File: src/rtl/tmm_pkg.sv
package tmm_pkg;

  localparam int MAX_DIM_DEF   = 8;
  localparam int ELEM_BITS_DEF = 16;
  localparam int SUM_BITS      = 36;
  localparam int CFG_BITS      = 4;
  localparam int CFG_IDX_BITS  = 3;
  localparam int COORD_BITS    = 3;
  localparam int IN_VAL_BITS   = 16;

  localparam logic [1:0] CMD_LOAD_A  = 2'd0;
  localparam logic [1:0] CMD_LOAD_B  = 2'd1;
  localparam logic [1:0] CMD_COMPUTE = 2'd2;

  localparam logic [1:0] ST_TILE     = 2'd0;
  localparam logic [1:0] ST_MISMATCH = 2'd1;
  localparam logic [1:0] ST_EMPTY    = 2'd2;

  localparam logic [CFG_IDX_BITS-1:0] REG_A_ROWS    = 3'd0;
  localparam logic [CFG_IDX_BITS-1:0] REG_A_COLS    = 3'd1;
  localparam logic [CFG_IDX_BITS-1:0] REG_B_ROWS    = 3'd2;
  localparam logic [CFG_IDX_BITS-1:0] REG_B_COLS    = 3'd3;
  localparam logic [CFG_IDX_BITS-1:0] REG_ROW_START = 3'd4;
  localparam logic [CFG_IDX_BITS-1:0] REG_ROW_END   = 3'd5;
  localparam logic [CFG_IDX_BITS-1:0] REG_COL_START = 3'd6;
  localparam logic [CFG_IDX_BITS-1:0] REG_COL_END   = 3'd7;

  localparam logic signed [SUM_BITS-1:0] SUM_MAX = {1'b0, {(SUM_BITS-1){1'b1}}};
  localparam logic signed [SUM_BITS-1:0] SUM_MIN = {1'b1, {(SUM_BITS-1){1'b0}}};

  typedef struct packed {
    logic [1:0]                    cmd;
    logic [COORD_BITS-1:0]         elem_row;
    logic [COORD_BITS-1:0]         elem_col;
    logic signed [IN_VAL_BITS-1:0] elem_value;
  } in_item_t;

  typedef struct packed {
    logic [1:0]                 status;
    logic [COORD_BITS-1:0]      tile_row;
    logic [COORD_BITS-1:0]      tile_col;
    logic signed [SUM_BITS-1:0] sum_value;
    logic                       last;
  } out_item_t;

  // Commands from the controller to the datapath.
  typedef struct packed {
    logic                  load_a;
    logic                  load_b;
    logic                  rd;
    logic [COORD_BITS-1:0] arow;
    logic [COORD_BITS-1:0] kidx;
    logic [COORD_BITS-1:0] bcol;
    logic                  clr_acc;
    logic                  emit;
    logic                  zero;
    logic [1:0]            status;
    logic [COORD_BITS-1:0] tile_row;
    logic [COORD_BITS-1:0] tile_col;
    logic                  last;
  } ctl_cmd_t;

  typedef struct packed {
    logic pipe_busy;
  } dp_status_t;

  function automatic logic [CFG_BITS-1:0] cap_dim(input logic [CFG_BITS-1:0] v,
                                                  input logic [CFG_BITS-1:0] lim);
    cap_dim = (v > lim) ? lim : v;
  endfunction

endpackage

File: src/rtl/tmm_ram.sv
module tmm_ram #(
  parameter int WIDTH = 16,
  parameter int DEPTH = 64
) (
  input  logic                     clk,
  input  logic                     we,
  input  logic [$clog2(DEPTH)-1:0] waddr,
  input  logic [WIDTH-1:0]         wdata,
  input  logic                     re,
  input  logic [$clog2(DEPTH)-1:0] raddr,
  output logic [WIDTH-1:0]         rdata
);

  logic [WIDTH-1:0] mem [DEPTH];

  always_ff @(posedge clk) begin
    if (we) begin
      mem[waddr] <= wdata;
    end
    if (re) begin
      rdata <= mem[raddr];
    end
  end

endmodule

File: src/rtl/tmm_ctrl.sv
module tmm_ctrl #(
  parameter int MAX_DIM = tmm_pkg::MAX_DIM_DEF
) (
  input  logic                               clk,
  input  logic                               rst,
  input  logic                               start,
  output logic                               busy,
  input  tmm_pkg::in_item_t                  item,
  input  logic                               cfg_we,
  input  logic [tmm_pkg::CFG_IDX_BITS-1:0]   cfg_index,
  input  logic [tmm_pkg::CFG_BITS-1:0]       cfg_data,
  input  tmm_pkg::dp_status_t                dp_status,
  output tmm_pkg::ctl_cmd_t                  cmd
);

  import tmm_pkg::*;

  localparam int IDX_W = $clog2(MAX_DIM);
  localparam logic [CFG_BITS-1:0] DIM_LIM = CFG_BITS'(MAX_DIM);

  typedef enum logic [2:0] {
    S_IDLE,
    S_STATUS,
    S_POS,
    S_MAC,
    S_DRAIN
  } state_t;

  state_t state;
  logic [IDX_W-1:0] i;
  logic [IDX_W-1:0] j;
  logic [IDX_W-1:0] k;
  logic [1:0]       st_code;

  logic [CFG_BITS-1:0] a_rows, a_cols, b_rows, b_cols;
  logic [CFG_BITS-1:0] row_start, row_end, col_start, col_end;

  logic [CFG_BITS-1:0] th, tw, ar, inner, bc;
  logic [CFG_BITS:0]   arow_w, bcol_w;
  logic                pos_ok, last_pos, row_done, k_last, in_range, accept;

  always_comb begin
    th       = cap_dim(row_end - row_start, DIM_LIM);
    tw       = cap_dim(col_end - col_start, DIM_LIM);
    ar       = cap_dim(a_rows, DIM_LIM);
    inner    = cap_dim(a_cols, DIM_LIM);
    bc       = cap_dim(b_cols, DIM_LIM);
    arow_w   = (CFG_BITS+1)'(row_start) + (CFG_BITS+1)'(i);
    bcol_w   = (CFG_BITS+1)'(col_start) + (CFG_BITS+1)'(j);
    pos_ok   = (arow_w < (CFG_BITS+1)'(ar)) && (bcol_w < (CFG_BITS+1)'(bc)) &&
               (inner != '0);
    row_done = (CFG_BITS'(j) + 1'b1) == tw;
    last_pos = ((CFG_BITS'(i) + 1'b1) == th) && row_done;
    k_last   = (CFG_BITS'(k) + 1'b1) == inner;
    in_range = (CFG_BITS'(item.elem_row) < DIM_LIM) && (CFG_BITS'(item.elem_col) < DIM_LIM);
    accept   = start && (state == S_IDLE);
  end

  assign busy = (state != S_IDLE);

  always_comb begin
    cmd          = '0;
    cmd.load_a   = accept && (item.cmd == CMD_LOAD_A) && in_range;
    cmd.load_b   = accept && (item.cmd == CMD_LOAD_B) && in_range;
    cmd.arow     = COORD_BITS'(arow_w);
    cmd.bcol     = COORD_BITS'(bcol_w);
    cmd.kidx     = COORD_BITS'(k);
    cmd.status   = ST_TILE;
    cmd.tile_row = COORD_BITS'(i);
    cmd.tile_col = COORD_BITS'(j);
    cmd.last     = last_pos;
    case (state)
      S_POS: begin
        if (pos_ok) begin
          cmd.clr_acc = 1'b1;
        end else begin
          cmd.emit = 1'b1;
          cmd.zero = 1'b1;
        end
      end
      S_MAC: begin
        cmd.rd = 1'b1;
      end
      S_DRAIN: begin
        cmd.emit = !dp_status.pipe_busy;
      end
      S_STATUS: begin
        cmd.emit     = 1'b1;
        cmd.zero     = 1'b1;
        cmd.status   = st_code;
        cmd.tile_row = '0;
        cmd.tile_col = '0;
        cmd.last     = 1'b1;
      end
      default: begin
      end
    endcase
  end

  always_ff @(posedge clk) begin
    if (rst) begin
      state     <= S_IDLE;
      i         <= '0;
      j         <= '0;
      k         <= '0;
      st_code   <= ST_TILE;
      a_rows    <= 4'd8;
      a_cols    <= 4'd8;
      b_rows    <= 4'd8;
      b_cols    <= 4'd8;
      row_start <= 4'd0;
      row_end   <= 4'd8;
      col_start <= 4'd0;
      col_end   <= 4'd8;
    end else begin
      if (cfg_we) begin
        case (cfg_index)
          REG_A_ROWS:    a_rows    <= cfg_data;
          REG_A_COLS:    a_cols    <= cfg_data;
          REG_B_ROWS:    b_rows    <= cfg_data;
          REG_B_COLS:    b_cols    <= cfg_data;
          REG_ROW_START: row_start <= cfg_data;
          REG_ROW_END:   row_end   <= cfg_data;
          REG_COL_START: col_start <= cfg_data;
          REG_COL_END:   col_end   <= cfg_data;
          default: begin
          end
        endcase
      end

      case (state)
        S_IDLE: begin
          if (accept && (item.cmd == CMD_COMPUTE)) begin
            i <= '0;
            j <= '0;
            if (b_rows != a_cols) begin
              st_code <= ST_MISMATCH;
              state   <= S_STATUS;
            end else if ((row_end <= row_start) || (col_end <= col_start)) begin
              st_code <= ST_EMPTY;
              state   <= S_STATUS;
            end else begin
              state <= S_POS;
            end
          end
        end
        S_STATUS: begin
          state <= S_IDLE;
        end
        S_POS: begin
          if (pos_ok) begin
            k     <= '0;
            state <= S_MAC;
          end else if (last_pos) begin
            state <= S_IDLE;
          end else if (row_done) begin
            j <= '0;
            i <= i + 1'b1;
          end else begin
            j <= j + 1'b1;
          end
        end
        S_MAC: begin
          k <= k + 1'b1;
          if (k_last) begin
            state <= S_DRAIN;
          end
        end
        S_DRAIN: begin
          // The sum is complete once the read and multiply stages are empty.
          if (!dp_status.pipe_busy) begin
            if (last_pos) begin
              state <= S_IDLE;
            end else begin
              state <= S_POS;
              if (row_done) begin
                j <= '0;
                i <= i + 1'b1;
              end else begin
                j <= j + 1'b1;
              end
            end
          end
        end
        default: begin
          state <= S_IDLE;
        end
      endcase
    end
  end

endmodule

File: src/rtl/tmm_datapath.sv
module tmm_datapath #(
  parameter int MAX_DIM   = tmm_pkg::MAX_DIM_DEF,
  parameter int ELEM_BITS = tmm_pkg::ELEM_BITS_DEF
) (
  input  logic                clk,
  input  logic                rst,
  input  tmm_pkg::ctl_cmd_t   cmd,
  input  tmm_pkg::in_item_t   item,
  output tmm_pkg::dp_status_t dp_status,
  output logic                result_valid,
  output tmm_pkg::out_item_t  result
);

  import tmm_pkg::*;

  localparam int IDX_W    = $clog2(MAX_DIM);
  localparam int DEPTH    = MAX_DIM * MAX_DIM;
  localparam int ADDR_W   = $clog2(DEPTH);
  localparam int PROD_W   = 2 * ELEM_BITS;
  localparam int ACC_BITS = PROD_W + 4;
  localparam int CMP_BITS = (ACC_BITS > SUM_BITS) ? ACC_BITS : SUM_BITS;

  logic signed [ELEM_BITS-1:0] elem;
  logic [ADDR_W-1:0]           waddr, a_raddr, b_raddr;
  logic signed [ELEM_BITS-1:0] a_q, b_q;
  logic                        v1, v2;
  logic signed [PROD_W-1:0]    prod;
  logic signed [ACC_BITS-1:0]  acc;
  logic signed [CMP_BITS-1:0]  acc_x;
  logic signed [SUM_BITS-1:0]  sum_sat;

  // The loaded value is narrowed to, or sign-extended into, the element width.
  generate
    if (ELEM_BITS <= IN_VAL_BITS) begin : g_narrow
      assign elem = item.elem_value[ELEM_BITS-1:0];
    end else begin : g_widen
      assign elem = ELEM_BITS'(item.elem_value);
    end
  endgenerate

  assign waddr   = ADDR_W'(ADDR_W'(item.elem_row[IDX_W-1:0]) * ADDR_W'(MAX_DIM) +
                           ADDR_W'(item.elem_col[IDX_W-1:0]));
  assign a_raddr = ADDR_W'(ADDR_W'(cmd.arow[IDX_W-1:0]) * ADDR_W'(MAX_DIM) +
                           ADDR_W'(cmd.kidx[IDX_W-1:0]));
  assign b_raddr = ADDR_W'(ADDR_W'(cmd.kidx[IDX_W-1:0]) * ADDR_W'(MAX_DIM) +
                           ADDR_W'(cmd.bcol[IDX_W-1:0]));

  tmm_ram #(
    .WIDTH (ELEM_BITS),
    .DEPTH (DEPTH)
  ) u_a_ram (
    .clk   (clk),
    .we    (cmd.load_a),
    .waddr (waddr),
    .wdata (elem),
    .re    (cmd.rd),
    .raddr (a_raddr),
    .rdata (a_q)
  );

  tmm_ram #(
    .WIDTH (ELEM_BITS),
    .DEPTH (DEPTH)
  ) u_b_ram (
    .clk   (clk),
    .we    (cmd.load_b),
    .waddr (waddr),
    .wdata (elem),
    .re    (cmd.rd),
    .raddr (b_raddr),
    .rdata (b_q)
  );

  assign dp_status.pipe_busy = v1 || v2;

  always_comb begin
    acc_x = CMP_BITS'(acc);
    if (acc_x > CMP_BITS'(SUM_MAX)) begin
      sum_sat = SUM_MAX;
    end else if (acc_x < CMP_BITS'(SUM_MIN)) begin
      sum_sat = SUM_MIN;
    end else begin
      sum_sat = SUM_BITS'(acc_x);
    end
  end

  always_ff @(posedge clk) begin
    prod <= a_q * b_q;
    if (cmd.clr_acc) begin
      acc <= '0;
    end else if (v2) begin
      acc <= acc + ACC_BITS'(prod);
    end
    if (cmd.emit) begin
      result.status    <= cmd.status;
      result.tile_row  <= cmd.tile_row;
      result.tile_col  <= cmd.tile_col;
      result.sum_value <= cmd.zero ? '0 : sum_sat;
      result.last      <= cmd.last;
    end
  end

  always_ff @(posedge clk) begin
    if (rst) begin
      v1           <= 1'b0;
      v2           <= 1'b0;
      result_valid <= 1'b0;
    end else begin
      v1           <= cmd.rd;
      v2           <= v1;
      result_valid <= cmd.emit;
    end
  end

endmodule

File: src/rtl/tiled_matrix_multiply.sv
// Load transfer: busy stays low and the next item may start at once.
// Compute transfer: a mismatch or empty tile gives its one result from the status state, registered.
// A tile position outside A or B or with a zero inner dimension gives a zero result at once; every
// other position steps through the inner terms in the single multiply-accumulate, then drains.
// Results leave one per strobe and the receiver cannot stall. Reset restores the
// register defaults and idles the controller; store contents are undefined until loaded.
module tiled_matrix_multiply #(
  parameter int MAX_DIM   = tmm_pkg::MAX_DIM_DEF,
  parameter int ELEM_BITS = tmm_pkg::ELEM_BITS_DEF
) (
  input  logic                             clk,
  input  logic                             rst,
  input  logic                             start,
  output logic                             busy,
  input  tmm_pkg::in_item_t                item,
  input  logic                             cfg_we,
  input  logic [tmm_pkg::CFG_IDX_BITS-1:0] cfg_index,
  input  logic [tmm_pkg::CFG_BITS-1:0]     cfg_data,
  output logic                             result_valid,
  output tmm_pkg::out_item_t               result
);

  import tmm_pkg::*;

  ctl_cmd_t   cmd;
  dp_status_t dp_status;

  tmm_ctrl #(
    .MAX_DIM (MAX_DIM)
  ) u_ctrl (
    .clk       (clk),
    .rst       (rst),
    .start     (start),
    .busy      (busy),
    .item      (item),
    .cfg_we    (cfg_we),
    .cfg_index (cfg_index),
    .cfg_data  (cfg_data),
    .dp_status (dp_status),
    .cmd       (cmd)
  );

  tmm_datapath #(
    .MAX_DIM   (MAX_DIM),
    .ELEM_BITS (ELEM_BITS)
  ) u_datapath (
    .clk          (clk),
    .rst          (rst),
    .cmd          (cmd),
    .item         (item),
    .dp_status    (dp_status),
    .result_valid (result_valid),
    .result       (result)
  );

endmodule

File: config.mk
export PLATFORM = sky130hd
export DESIGN_NAME = tiled_matrix_multiply
export DESIGN_NICKNAME = d
export VERILOG_FILES = /design/src/rtl/tmm_pkg.sv /design/src/rtl/tmm_ram.sv /design/src/rtl/tmm_ctrl.sv /design/src/rtl/tmm_datapath.sv /design/src/rtl/tiled_matrix_multiply.sv
export SDC_FILE = /design/constraint.sdc
export NUM_CORES = 2
export LEC_CHECK = 0
export ABC_AREA = 1
export BUFFER_PORTS_ARGS = -buffer_cell sky130_fd_sc_hd__buf_2
export CAP_MARGIN = 25
export CORE_MARGIN = 2
export CORE_UTILIZATION = 58
export CTS_BUF_LIST = sky130_fd_sc_hd__clkbuf_16
export DETAILED_ROUTE_END_ITERATION = 8
export PLACE_DENSITY_LB_ADDON = 0.1
export SYNTH_ARGS = -nofsm -noshare
export SYNTH_HDL_FRONTEND = slang
export SYNTH_HIERARCHICAL = 1
export SYNTH_SLANG_ARGS = --single-unit
export TNS_END_PERCENT = 50
File: constraint.sdc
create_clock -name clk -period 6 [get_ports clk]
set_clock_uncertainty 0.2 [all_clocks]
set_input_delay 0.9 -clock clk [delete_from_list [all_inputs] [get_ports clk]]
set_output_delay 0.9 -clock clk [all_outputs]
set_load 0.02 [all_outputs]
# After elaboration in Yosys (flattened, before gate mapping)

Memory sizes are Yosys's and may differ from the RTL's. A register that Yosys moved wholly into a read port is not among the register bits.
Index checks and enable logic that the tools add are counted.

Muxes and demuxes: 41
$lt $le $gt $ge: 11
Eq/ne operators: 23
Reduce and logical (&&, ||, !) cells: 31
$add $sub $neg: 14
$mul: 1

Operators by type and width:

| cell                   | count |
|---|---|
| $mux W3                | 16 |
| $add A36 B32 Y36       | 1 |
| $gt A36 B36 Y1 const B | 1 |
| $lt A36 B36 Y1 const B | 1 |
| $mux W36               | 1 |
| $mux W35               | 1 |
| $mul A16 B16 Y32       | 1 |
| $gt A4 B4 Y1 const B   | 5 |
| $mux W4                | 5 |
| $add A6 B3 Y6          | 3 |
| $pmux W3 S3            | 2 |
| $reduce_and A2 Y1      | 9 |
| $eq A3 B3 Y1 const B   | 5 |
| $add A3 B1 Y4 const B  | 3 |
| $eq A3 B2 Y1 const B   | 4 |
| $eq A4 B4 Y1           | 3 |
| $pmux W3 S4            | 1 |
| $add A4 B3 Y5          | 2 |
| $lt A5 B4 Y1           | 2 |
| $mux W2                | 5 |
| $add A3 B1 Y3 const B  | 3 |
| $le A4 B4 Y1           | 2 |
| $reduce_and A4 Y1      | 2 |
| $sub A4 B4 Y4          | 2 |
| 21 further kinds       | 41 |

Input port bits: 35
Output and inout bits: 47
Register bits: 162
Bits in writable memories: 2048
Logic and storage cells: 147
Memories: 2

Memory list:

| name                   | words | bits a word | read ports | clocked after Yosys merged registers in | wr ports | RTL line      | text |
|---|---|---|---|---|---|---|---|
| u_datapath.u_a_ram.mem | 64    | 16          | 1          | 1                                       | 1        | tmm_ram.sv:14 | `logic [WIDTH-1:0] mem [DEPTH];` |
| u_datapath.u_b_ram.mem | 64    | 16          | 1          | 1                                       | 1        | tmm_ram.sv:14 |  |

# Longest topological paths before layout

Depth in word-level cells: 8
Gate-level depth with buffers: 26
Depth with buffers taken out: 24

# Hierarchy

The synthesis kept the hierarchy.

By module, submodules not included:

| module       | cells each | area each (sq um) | instances |
|---|---|---|---|
| tmm_ram      | 3517       | 42259.3           | 2 |
| tmm_datapath | 2107       | 16392.0           | 1 |
| tmm_ctrl     | 479        | 3119.2            | 1 |

# Least setup slack after synthesis

OpenSTA, ideal clock, no wires.

Kind: register to register
From: reg u_datapath.u_b_ram.rdata[2] (read register of u_datapath.u_b_ram.mem)
To: reg u_datapath.prod[29]
Library setup time: 0.112 ns
Path slack: -0.211 ns
Cell stages (with the launch flop): 19
Data arrival time: 5.899 ns
Cells stage by stage: edfxtp_1 clkbuf_1 clkbuf_1 nand2_1 fa_1 inv_1 fa_1 inv_1 fa_1 fa_1 fa_1 fa_1 inv_1 ha_1 nand2_1 or4_1 nand3b_1 nand3_1 nand2_1

Longest elaborated chain between the ends: 1

Ends and longest elaborated chain:

| item                 | RTL line           | text |
|---|---|---|
| from (decl)          | tmm_ram.sv:11      | `output logic [WIDTH-1:0] rdata` |
| $mul A16 B16 Y32     | tmm_datapath.sv:88 | `prod <= a_q * b_q;` |
| to (signal assigned) | tmm_datapath.sv:88 |  |
| to (decl)            | tmm_datapath.sv:27 | `logic signed [PROD_W-1:0] prod;` |

No other way between the ends.
A chain may end at the register's enable or synchronous reset.

# Final worst setup path

From: reg u_datapath.u_a_ram.rdata[15] (read register of u_datapath.u_a_ram.mem)
To: reg u_datapath.prod[31]

Longest elaborated chain between the ends: 1

Ends and longest elaborated chain:

| item             | RTL line |
|---|---|
| from (decl)      | tmm_ram.sv:11 |
| $mul A16 B16 Y32 | tmm_datapath.sv:88 |

No other way between the ends.

==> flow_summary.json <==
{
  "clk_pin_slew_ns": 0.07,
  "antenna_found_initial": 6,
  "required_ns": 6.57,
  "clkSinkCount": 2242,
  "power_density_mw_per_mm2": 393.9,
  "die_w_um": 427.5,
  "leakagePower_nw": 44.76,
  "slew_violations": 73,
  "cp_num_buf_inv": 7,
  "synthArstFlopShare_pct": 0,
  "worstSetupStartpoint": "u_datapath/u_a_ram/rdata[15]",
  "maxCapViolations": 0,
  "cpLargestDelayFamily": "adder cells",
  "period_minus_slack_ns": 5.862,
  "synth_ff_type": "edfxtp_1",
  "ff2ff_path_depth": 22,
  "synth.distinct_cells": 50,
  "status": "finished, violations left",
  "cts_buffers": 219,
  "gr-usage-all-layers_pct": 30.32,
  "max_slew_margin_pct": -5.946,
  "clockBufferDepth": 3,
  "routed_via_density": 5.798,
  "yosysWarnings": 6,
  "setup_viol": 0,
  "fillCellCount": 14138,
  "endpoint_kind": "register",
  "cts_root_buffer": "clkbuf_16",
  "finalCritPeriodShare_pct": 97.69,
  "die_area_mm2": 0.1828,
  "crit_end": "u_datapath/prod[31]",
  "grt_remaining_overflow": 0,
  "r2r-end": "u_datapath/prod[31]",
  "final_core_util_pct": 63.94,
  "slowest_delay_ns": 0.70,
  "violations": "max-slew violations",
  "hold_violations": 0,
  "synth-seq-cells": 2242,
  "worstMarginPinSlew_ns": 1.589,
  "drt_wl_total_um": 275900,
  "cp_cell_sequence": "buf_6 -> buf_4 -> nand2_1 -> fa_1 -> inv_1 -> fa_2 -> fa_1 -> fa_1 -> inv_1 -> fa_1 -> fa_1 -> inv_1 -> ha_1 -> inv_1 -> nor3_4 -> nand2_1 -> nor3_1 -> nand2_1 -> o211ai_1 -> inv_1 -> nand2_1 -> nand2_1",
  "rsz0062_at_grt": "yes",
  "critPathKind": "register to register",
  "critPathSlowestCell": "fa_2",
  "yosysSeqAreaShare_pct": 63.59,
  "critPathArrivalTime_ns": 6.43,
  "fmax_ghz": 0.1706,
  "dp_cells": 11819,
  "grt_pass1_vias": 68390,
  "hold_path.class": "input port to register",
  "port_buffers": 81,
  "cts_tree": "yes",
  "cts_max_level": 4,
  "coreArea_mm2": 0.1784,
  "syn_area_per_cell_um2": 10.81,
  "seq_area_mm2": 0.06616,
  "wl_per_cell_um": 22.54,
  "rrSetupSlack_ns": 0.14,
  "gp_congestion": 0.9041,
  "finalNonFillerCells": 12243,
  "ant_nets": 0,
  "synthCells": 9620,
  "hold_buffers": 0,
  "syn-cell-area_mm2": 0.1040,
  "vias": 70990,
  "synth_edf_count": 2125,
  "start_util_pct": 58.31,
  "clock_latency_ns": 0.89,
  "drc": 0,
  "start_kind": "register",
  "final_layout_size_suffix_gt1_share_pct": 8.108,
  "grt_max_degree": 265,
  "fp.dieH_um": 427.5,
  "boundaryPins": 82,
  "synth_nets": 10062,
  "reg2reg_from": "u_datapath/u_a_ram/rdata[15]",
  "rows": 155,
  "vdd_drop_max_mv": 0.4085,
  "final_nets": 10135,
  "cp_num_cells": 22,
  "grt_pass1_wl_um": 418400,
  "syn2layout_area_growth_pct": 9.657,
  "dr.first_iter.drc_count": 8423,
  "dp_hpwl_um": 164300,
  "critical_path.max_fanout": 8,
  "multi_input_area_mm2": 0.03244,
  "first_pass_iters": 6
}
placed cells by master (no fill, tap or decap), types with 12 or more instances in the layout:
cell,instances
nand4_1,35
nor2_2,16
a21oi_1,120
clkinv_1,76
inv_2,15
inv_1,709
buf_12,23
o21ai_1,21
xor2_1,39
a21oi_2,16
nand2_1,3150
nor3_1,12
fa_1,264
nand2_2,14
edfxtp_1,2125
o21ai_0,75
nor4_2,16
nand3_1,1825
dfxtp_1,114
clkbuf_16,220
buf_4,281
clkinv_2,40
buf_2,65
nor2_1,305
ha_1,131
xnor2_1,23
synthesized netlist by cell type, types with 6 or more instances:
cell	n	area [µm²]
nor3_1	17	85.08
or2_2	9	56.30
buf_2	228	1141
a21oi_1	131	655.6
nor2_2	12	75.07
a31oi_1	7	43.79
xor2_1	39	341.6
o21ai_1	17	85.08
nand2_1	3157	11850
edfxtp_1	2125	63810
o21ai_0	79	395.4
fa_1	267	5345
nor2_1	309	1160
buf_6	98	1104
nand2_2	7	43.79
dfxtp_1	117	2342
buf_4	38	285.3
xnor2_1	25	219.0
inv_2	14	52.55
o211ai_1	7	52.55
nor4_1	18	112.6
nand3_1	1827	9144
o21bai_1	10	75.07
nand4_1	35	219.0
clkbuf_1	123	461.7
buf_1	38	142.6
inv_1	672	2522
o21a_1	6	45.04
ha_1	140	1752
metal layers:
| metal | global-route usage, % | vias to the layer above | share of wire (%) |
|---|---|---|---|
| li1 | - | 32698 | - |
| met1 | 43.89 | 34808 | 42 |
| met2 | 47.93 | 3067 | 47 |
| met3 | 4.062 | 417 | 8.2 |
| met4 | 9.924 | 0 | 3.2 |
| met5 | 0 | - | 0 |
metrics by stage:
stage	power, mW	worst slack, ns	TNS [ns]	hold slack [ns]	cell area (µm²)
floorplan	27.60	0.01477	0	0.2098	104000
global placement	31.62	-0.02729	-0.02729	0.2182	106900
detailed placement	31.73	0.001767	0	0.2259	107000
CTS	44.65	0.06566	0	0.1179	113700
global route	47.29	-0.06486	-0.09533	0.1594	114100
finish	44.94	0.1385	0	0.1926	114100
layout make-up:
class | instances | area share, %
Sequential cell | 2242 | 58.00
Multi-Input combinational cell | 6162 | 28.44
Clock buffer | 220 | 4.826
Timing Repair Buffer | 379 | 2.694
Tap cell | 2355 | 2.583
Inverter | 689 | 2.320
Clock inverter | 187 | 1.119
Antenna cell | 9 | 0.01974
report_power, final:
| part | internal, mW | switching [mW] |
|---|---|---|
| registers | 17.6 | 0.216 |
| logic | 4.50 | 9.59 |
| clock network | 7.02 | 5.98 |
what timing repair did:
action / CTS / global route
resized for setup: 0 / 45
buffers inserted: 0 / 4
hold endpoints to repair: 0 / 0
endpoints found under the setup margin: 0 / 14
cell families after synthesis:
group | count (synthesis) | synth area share, %
compound gates | 277 | 1.458
xor+xnor | 64 | 0.5388
fa+ha+maj | 407 | 6.822
buf+inv | 1216 | 5.542
flops | 2242 | 63.59
simple gates | 5414 | 22.05
worst min path at each step:
stage / from / to / slack, ns / cells after the start
after global placement: u_datapath/v1 / u_datapath/v2 / 0.22 / 2
final: rst / u_datapath/v1 / 0.19 / 2
after global routing: rst / u_ctrl/state[2] / 0.16 / 2
after CTS: rst / u_datapath/v1 / 0.12 / 2
after detailed placement: u_datapath/v1 / u_datapath/v2 / 0.23 / 2
after floorplan: u_datapath/v1 / u_datapath/v2 / 0.21 / 2
registers in the layout (all words and copies together), names as in the netlist, 4 cells and up:
name / cells
u_ctrl/a_cols: 4
u_ctrl/a_rows: 4
u_ctrl/b_cols: 4
u_ctrl/b_rows: 4
u_ctrl/col_end: 4
u_ctrl/col_start: 4
u_ctrl/row_end: 4
u_ctrl/row_start: 4
u_datapath/acc: 36
u_datapath/prod: 32
u_datapath/result: 45
u_datapath/u_a_ram/mem: 1024
u_datapath/u_a_ram/rdata: 16
u_datapath/u_b_ram/mem: 1024
u_datapath/u_b_ram/rdata: 16
(Power assumes the default switching activity.)
